$ cat src/rtl/hbw_pkg.sv
// ----------------------------------------------------------------------------
// hbw_pkg - shared types for the heartbeat watchdog
// Request and response beats, per-slot control and status, operation codes.
// ----------------------------------------------------------------------------
package hbw_pkg;

  localparam int unsigned MaxModules     = 8;
  localparam int unsigned ModuleCountDef = 8;
  localparam int unsigned CfgIdxW        = 8;
  localparam int unsigned TimeW          = 32;
  localparam int unsigned TimeoutW       = 16;

  localparam logic [TimeoutW-1:0] TimeoutReset = 16'd30;

  // operation codes, the spare code behaves as a query
  localparam logic [1:0] OpTick  = 2'd0;
  localparam logic [1:0] OpBeat  = 2'd1;
  localparam logic [1:0] OpQuery = 2'd2;

  typedef struct packed {
    logic [1:0] operation;
    logic [2:0] module_req;
  } hbw_req_t;

  typedef struct packed {
    logic [TimeW-1:0]    elapsed_seconds;
    logic [TimeoutW-1:0] module_timeout;
    logic                module_registered;
    logic [7:0]          expired_mask;
    logic                all_healthy;
  } hbw_rsp_t;

  typedef struct packed {
    logic beat;
    logic cfg_we;
  } slot_ctrl_t;

  typedef struct packed {
    logic [TimeW-1:0]    elapsed;
    logic [TimeoutW-1:0] timeout;
    logic                registered;
    logic                expired;
  } slot_stat_t;

endpackage

$ cat src/rtl/multi_module_heartbeat_watchdog.sv
// ----------------------------------------------------------------------------
// multi_module_heartbeat_watchdog - heartbeat watchdog over up to eight modules
// Seconds counter, per-module heartbeat stamps and timeouts, expiry report.
// ----------------------------------------------------------------------------
// A command beat is taken on every cycle that start_i is high; busy_o stays
// low, so one beat per clock is sustained. Each beat gives exactly one
// response on rsp_o, marked by done_o, which is high for a single cycle,
// once the beat has gone through the command register, then through the
// state update and the per-module subtract-and-compare into the response
// register. The receiver cannot stall, so the response must be captured in
// the cycle done_o is high. Timeouts are written through the cfg channel,
// which is always ready; write them only while no command is in flight.
// After reset all timeouts are 30 and no module is registered.
module multi_module_heartbeat_watchdog #(
  parameter int unsigned MODULE_COUNT = hbw_pkg::ModuleCountDef
) (
  input  logic                          clk_i,
  input  logic                          rst_ni,
  input  logic                          start_i,
  output logic                          busy_o,
  input  hbw_pkg::hbw_req_t             req_i,
  output logic                          done_o,
  output hbw_pkg::hbw_rsp_t             rsp_o,
  input  logic                          cfg_valid_i,
  output logic                          cfg_ready_o,
  input  logic [hbw_pkg::CfgIdxW-1:0]   cfg_index_i,
  input  logic [hbw_pkg::TimeoutW-1:0]  cfg_data_i
);
  import hbw_pkg::*;

  localparam logic [3:0] ModCnt = 4'(MODULE_COUNT);

  logic             valid_q;
  hbw_req_t         req_q;
  logic [TimeW-1:0] now_d, now_q;
  logic             tick, beat, in_range;
  slot_stat_t       stat [MaxModules];
  slot_stat_t       sel_stat;
  logic [7:0]       mask;
  logic             done_q;
  hbw_rsp_t         rsp_d, rsp_q;

  assign busy_o      = 1'b0;
  assign cfg_ready_o = 1'b1;

  // command register
  always_ff @(posedge clk_i or negedge rst_ni) begin
    if (!rst_ni) begin
      valid_q <= 1'b0;
    end else begin
      valid_q <= start_i;
    end
  end

  always_ff @(posedge clk_i) begin
    if (start_i) begin
      req_q <= req_i;
    end
  end

  // decode and seconds counter
  assign in_range = {1'b0, req_q.module_req} < ModCnt;
  assign tick     = valid_q && (req_q.operation == OpTick);
  assign beat     = valid_q && (req_q.operation == OpBeat) && in_range;
  assign now_d    = now_q + {{(TimeW-1){1'b0}}, tick};

  always_ff @(posedge clk_i or negedge rst_ni) begin
    if (!rst_ni) begin
      now_q <= '0;
    end else begin
      now_q <= now_d;
    end
  end

  // one slot per watched module, absent slots read as zero
  for (genvar i = 0; i < MaxModules; i++) begin : g_slot
    if (i < MODULE_COUNT) begin : g_on
      slot_ctrl_t ctrl;
      always_comb begin
        ctrl.beat   = beat && (req_q.module_req == 3'(i));
        ctrl.cfg_we = cfg_valid_i && (cfg_index_i == CfgIdxW'(i));
      end
      hbw_slot u_slot (
        .clk_i      (clk_i),
        .rst_ni     (rst_ni),
        .now_d_i    (now_d),
        .ctrl_i     (ctrl),
        .cfg_data_i (cfg_data_i),
        .stat_o     (stat[i])
      );
    end else begin : g_off
      assign stat[i] = '0;
    end
    assign mask[i] = stat[i].expired;
  end

  // response assembly
  always_comb begin
    sel_stat = in_range ? stat[req_q.module_req] : '0;
    rsp_d.elapsed_seconds   = sel_stat.elapsed;
    rsp_d.module_timeout    = sel_stat.timeout;
    rsp_d.module_registered = sel_stat.registered;
    rsp_d.expired_mask      = mask;
    rsp_d.all_healthy       = (mask == 8'd0);
  end

  always_ff @(posedge clk_i or negedge rst_ni) begin
    if (!rst_ni) begin
      done_q <= 1'b0;
    end else begin
      done_q <= valid_q;
    end
  end

  always_ff @(posedge clk_i) begin
    if (valid_q) begin
      rsp_q <= rsp_d;
    end
  end

  assign done_o = done_q;
  assign rsp_o  = rsp_q;

endmodule

$ cat src/rtl/hbw_slot.sv
// ----------------------------------------------------------------------------
// hbw_slot - one watched module
// Holds the timeout, last heartbeat stamp and registered flag of one module
// and reports its elapsed time and expiry as they stand after the update.
// ----------------------------------------------------------------------------
module hbw_slot (
  input  logic                             clk_i,
  input  logic                             rst_ni,
  input  logic [hbw_pkg::TimeW-1:0]        now_d_i,
  input  hbw_pkg::slot_ctrl_t              ctrl_i,
  input  logic [hbw_pkg::TimeoutW-1:0]     cfg_data_i,
  output hbw_pkg::slot_stat_t              stat_o
);
  import hbw_pkg::*;

  logic [TimeW-1:0]    last_d, last_q;
  logic                flag_d, flag_q;
  logic [TimeoutW-1:0] timeout_d, timeout_q;
  logic [TimeW-1:0]    elapsed;

  // next state of this slot
  always_comb begin
    last_d    = ctrl_i.beat ? now_d_i : last_q;
    flag_d    = flag_q | ctrl_i.beat;
    timeout_d = ctrl_i.cfg_we ? cfg_data_i : timeout_q;
  end

  always_ff @(posedge clk_i or negedge rst_ni) begin
    if (!rst_ni) begin
      last_q    <= '0;
      flag_q    <= 1'b0;
      timeout_q <= TimeoutReset;
    end else begin
      last_q    <= last_d;
      flag_q    <= flag_d;
      timeout_q <= timeout_d;
    end
  end

  // elapsed time wraps, expiry only once registered
  assign elapsed = now_d_i - last_d;

  always_comb begin
    stat_o.elapsed    = elapsed;
    stat_o.timeout    = timeout_q;
    stat_o.registered = flag_d;
    stat_o.expired    = flag_d && (elapsed > {{(TimeW-TimeoutW){1'b0}}, timeout_q});
  end

endmodule

$ cat config.mk
export PLATFORM = sky130hd
export DESIGN_NAME = multi_module_heartbeat_watchdog
export DESIGN_NICKNAME = d
export VERILOG_FILES = /design/src/rtl/hbw_pkg.sv /design/src/rtl/multi_module_heartbeat_watchdog.sv /design/src/rtl/hbw_slot.sv
export SDC_FILE = /design/constraint.sdc
export NUM_CORES = 2
export LEC_CHECK = 0
export BUFFER_PORTS_ARGS = -buffer_cell sky130_fd_sc_hd__buf_2
export CORE_MARGIN = 2
export CORE_UTILIZATION = 30
export CTS_CLUSTER_DIAMETER = 120
export DETAILED_ROUTE_END_ITERATION = 10
export GPL_TIMING_DRIVEN = 0
export HOLD_SLACK_MARGIN = 0.1
export PLACE_DENSITY = 0.49
export SYNTH_ARGS = -nofsm -noshare
export SYNTH_HDL_FRONTEND = slang
export SYNTH_SLANG_ARGS = --single-unit
$ cat constraint.sdc
create_clock -name clk_i -period 7.9 [get_ports clk_i]
set_input_delay 0.79 -clock clk_i [delete_from_list [all_inputs] [get_ports clk_i]]
set_output_delay 0.79 -clock clk_i [all_outputs]
set_load 0.01 [all_outputs]
Yosys cells after proc, flatten, opt, wreduce, memory -nomap -nowiden
Cells that the tools add are included.

cells by class
  $add $sub $neg = 9
  order comparisons = 9
  eq/ne operators = 15
  muxes and demuxes = 11
  bitwise operators = 9
  reductions and logical operators = 30

operator list
  kind                                                 count
  > comparator 32 x 16 -> 1 bit                        8
  2-to-1 mux 32 bit                                    8
  subtractor 32 bit                                    8
  binary-select mux 50 bit (select 3 bit)              1
  2-to-1 mux 50 bit                                    2
  adder 32 x 1 -> 32 bit                               1
  equality test 8 x 3 -> 1 bit, second input constant  4
  logical AND 1 bit                                    26
  equality test 8 x 2 -> 1 bit, second input constant  2
  logical NOT 8 bit                                    2
  equality test 3 bit, second input constant           4
  equality test 8 x 1 -> 1 bit, second input constant  1
  OR 1 bit                                             8
  equality test 3 x 2 -> 1 bit, second input constant  2
  >= comparator 4 bit, second input constant           1
  inverter 3 -> 4 bit                                  1
  equality test 3 x 1 -> 1 bit, second input constant  1
  logical NOT 3 bit                                    1
  equality test 2 x 1 -> 1 bit, second input constant  1
  logical NOT 2 bit                                    1

word-level totals
  flip-flop bits (word level) = 489
  input bits = 33
  output and inout port bits = 61

Longest topological paths before layout
  depth after elaboration = 10
  gate-level depth with buffers = 37

Modules after synthesis
From an unflattened synthesis, not the netlist that was laid out.

second synthesis, totals
  cell total of the unflattened synthesis = 4068
  area total of the unflattened synthesis = 39072.5 µm²

modules (own cells, without submodules)
  module                                 times used  cells each  area each (µm²)
  hbw_slot at g_slot[0].g_on.u_slot ...  5           467         4082.7
  multi_module_heartbeat_watchdog        1           400         6642.6
  hbw_slot at g_slot[7].g_on.u_slot      1           482         4260.3
  hbw_slot at g_slot[6].g_on.u_slot      1           447         4016.4
  hbw_slot at g_slot[1].g_on.u_slot      1           404         3739.8

Least setup slack after synthesis
No wires, ideal clock.

  path type = register to register
  from = reg valid_q
  to = reg rsp_q, in the netlist rsp_o[0], data pin
  library setup time = 133 ps
  arrival time = 8287 ps
  data required time = 7767 ps
  setup slack = -520 ps
  cell stages (with the launch flop) = 32
  period minus slack after synthesis = 8420 ps
  cell sequence = dfrtp_1 > nor3b_1 > ha_1 > and3_1 > clkbuf_1 > nand3_1 > xor2_1 > inv_1 > ha_1 > inv_1 > a211o_1 > or4b_4 > and2_1 > o21bai_1 > nand2_1 > a21oi_1 > o21ai_0 > a21oi_1 > xnor2_1 > ha_1 > nand4_1 > or2_2 > o32a_1 > a211oi_1 > nand4b_1 > nor3_1 > nand3_1 > or4_1 > nor4b_2 > a31oi_1 > nor4_1 > o2111a_1

RTL lines
  item                    line                                    text
  start, declared         multi_module_heartbeat_watchdog.sv:33   logic valid_q;
  start signal, assigned  multi_module_heartbeat_watchdog.sv:51   valid_q <= start_i;
  end signal, assigned    multi_module_heartbeat_watchdog.sv:117  rsp_q <= rsp_d;
  end, declared           multi_module_heartbeat_watchdog.sv:41   hbw_rsp_t rsp_d, rsp_q;

==> impl_metrics.yaml <==
synth:
  synth_simple_gate_area_share_pct: 15.4
  synth_cell_types: 131
  synthFlopType: "dfrtp_1"
  synth_fa_ha_area_share_pct: 9.30
  async_flop_share_pct: 87.1
  synth-edff-count: 63
  synth.net_count: 5132
  avgSynthCellArea_um2: 8.62
  syn_inst: 4808
  synth-xor-area-share_pct: 8.16
  synth_top_family_by_area: "compound AO/OA/AOI/OAI gates"
  synth-warning-count: 0
  synth.area.mux_share_pct: 7.43
  synth_compound_area_share_pct: 22.7
  ys_seq_area_share_pct: 30.4
  ys_ff_latch: 489
  syn_area_um2: 41400
clocking:
  clk_pin_slew_worst_paths_ps: 60
  cts_tree: "built"
  ctsLongestPathBuffers: 3
  clk_latency_ps: 710
  cts_root_buf: "clkbuf_16"
  h-tree-depth: 2
  cts_buffers: 61
  cts.sinks: 489
run_status:
  status: "complete, but fails checks"
  failed_checks: "setup timing"
power_and_ir_drop:
  vdd_drop_max_uv: 180
  cellLeakagePower_nw: 22.7
  power.density_nw_per_um2: 316
  p_total_w: 0.0161
routing:
  drc: 0
  finalWirelength_mm: 195
  vias: 40500
  drt.antenna.violating_nets: 0
  dr.pass1.iters: 5
  via_per_inst: 5.79
  wl_per_cell_um: 27.8
  first_iter_violations: 4290
sta:
  hold_ws_ps: 261
  fin_setup_tns_ps: -23.5
  hold_violations: 0
  slew_headroom_pct: 10.1
  setup_ws_ps: -23.5
  slew_violations: 0
  finalCriticalPeriod_ps: 7920
  rsz0062_at_grt: "yes"
  finalSetupViolCount: 1
  fin_skew_ps: 33.5
  worst_pin_slew_ps: 1350
  max_freq_mhz: 126
  finalCritPeriodShare_pct: 100
placement:
  place_ws_ps: -4090
  gp_congestion: 0.995
  port_buffers: 91
  hpwl_mm: 155
worst_setup_path:
  crit_path_end_kind: "register"
  cp-start-kind: "register"
  cp.arrival_ps: 8460
  cpMostUsedCell: "a21oi_2"
  worstPathMaxFanout: 10
  worstPathRequired_ps: 8440
  cp_slowest_cell: "or4_4"
  critPathMaxStageDelay_ps: 520
  crit_type: "register to register"
grt:
  grt_pass1_wl_mm: 276
  grt_max_degree: 111
  antenna_found_initial: 6
  grtUsageTotal_pct: 26.8
  grt_pass1_vias: 38600
  gr-total-overflow: 0
layout:
  final_nets: 5476
  drive_gt1_share_pct: 21.2
  final_common_cell: "nand2_1"
  syn2layout_area_growth_pct: 22.7
  utilization_pct: 37.0
  final_cell_mix: "nand2_1, dfrtp_1, nor2_1"
flow_run:
  maxCapViolations: 0
floorplanning:
  die_w_um: 376
  io_pins: 94
  num_rows: 136
  die-area_um2: 141000
  core_um2: 137000
  start_util_pct: 30.2
  die_y_um: 376
min_path:
  hold_class: "input pin to register"
[critical path, delay by kind of cell (launching register included)]
family                     cells  cell delay (ps)
DFF                            1              430
buffers and inverters         10             1530
adders and majority gates      2              690
xor gates and xnor gates       1              470
AOI/OAI and AO/OA             15             2600
and+or+nand+nor                9             1990
[cells in the mapped netlist, types with 61 or more instances]
cell | number | area, um^2
nand3_1 | 64 | 320
nor2_1 | 395 | 1480
nand2b_1 | 61 | 382
xnor2_1 | 200 | 1750
inv_1 | 389 | 1460
clkbuf_1 | 164 | 616
xor2_1 | 93 | 815
nor3_1 | 65 | 325
a21o_1 | 154 | 1160
mux4_2 | 80 | 1800
o21ai_0 | 408 | 2040
mux2_2 | 100 | 1130
edfxtp_1 | 63 | 1890
a21oi_1 | 402 | 2010
nand2_1 | 432 | 1620
ha_1 | 283 | 3540
dfrtp_1 | 394 | 9860
[layer usage]
| layer | vias up | wire [um] | global-route usage (%) |
|---|---|---|---|
| li1 | 18000 | - | - |
| met1 | 20400 | 82900 | 36.5 |
| met2 | 1823 | 87600 | 42.6 |
| met3 | 308 | 15600 | 4.30 |
| met4 | 2 | 8380 | 9.94 |
| met5 | - | 15 | 0 |
[state kept, by name, summed over array words and instances, names as in the netlist]
signal and count:
g_slot.g_on.u_slot.last_q 256, g_slot.g_on.u_slot.timeout_q 128, valid_q 1, rsp_o 58, g_slot.g_on.u_slot.flag_q 8, done_o 1
now_q 32, req_q 5
[cells by family after synthesis]
logic type               count (synthesis)
AO/OA/AOI/OAI                         1476
XOR/XNOR                               329
adder cells (fa/ha/maj)                306
buffers and inverters                  678
flip-flops                             489
multiplexers                           195
other                                    2
AND/OR/NAND/NOR                       1333
[per-stage QoR]
stage,std cells,area (um^2)
floorplan,4808,41400
global placement,6693,44100
detailed placement,6709,44600
CTS,6933,49500
global route,6999,50800
finish,7002,50800
[path summary, 6_finish.rpt]
check	from	end	slack, ps	cells past startpoint
worst max-delay path	req_q[0]	rsp_o[0]	-20	37
worst min-delay path	req_i[3]	req_q[3]	260	1
worst max register to register	req_q[0]	rsp_o[0]	-20	37
worst min register to register	g_slot[2].g_on.u_slot.last_q[0]	g_slot[2].g_on.u_slot.last_q[0]	480	2
max in group asynchronous	rst_ni	valid_q	5370	5
min in group asynchronous	rst_ni	g_slot[2].g_on.u_slot.last_q[21]	620	2
[report_power, final]
part | total [W] | switching [W] | internal, W
Clock | 0.00296 | 0.00127 | 0.00169
Sequential | 0.00327 | 0.000243 | 0.00303
Combinational | 0.00984 | 0.00608 | 0.00376
Total | 0.0161 | 0.00759 | 0.00848
[what timing repair did]
| action | in CTS | in global routing |
|---|---|---|
| hold buffers | 1 | 0 |
| cloned | 1 | 0 |
| endpoints found under the setup margin | 34 | 8 |
| pin swaps | 110 | 131 |
| hold endpoints to repair | 58 | 0 |
| gates resized for setup | 480 | 160 |
| buffers inserted | 110 | 69 |
[final cells by class]
type                       instances  area (um^2)
multi-input combinational       3641        28200
tap                             1794         2240
clock buffer                      79         1650
buffer                           268         2000
antenna                            3         7.51
inverter                         402         1560
sequential                       489        12600
timing repair buffer             289         2220
clock inverter                    37          385
fill                           14100        86500
No activity file was read; power rests on OpenSTA's default activity.
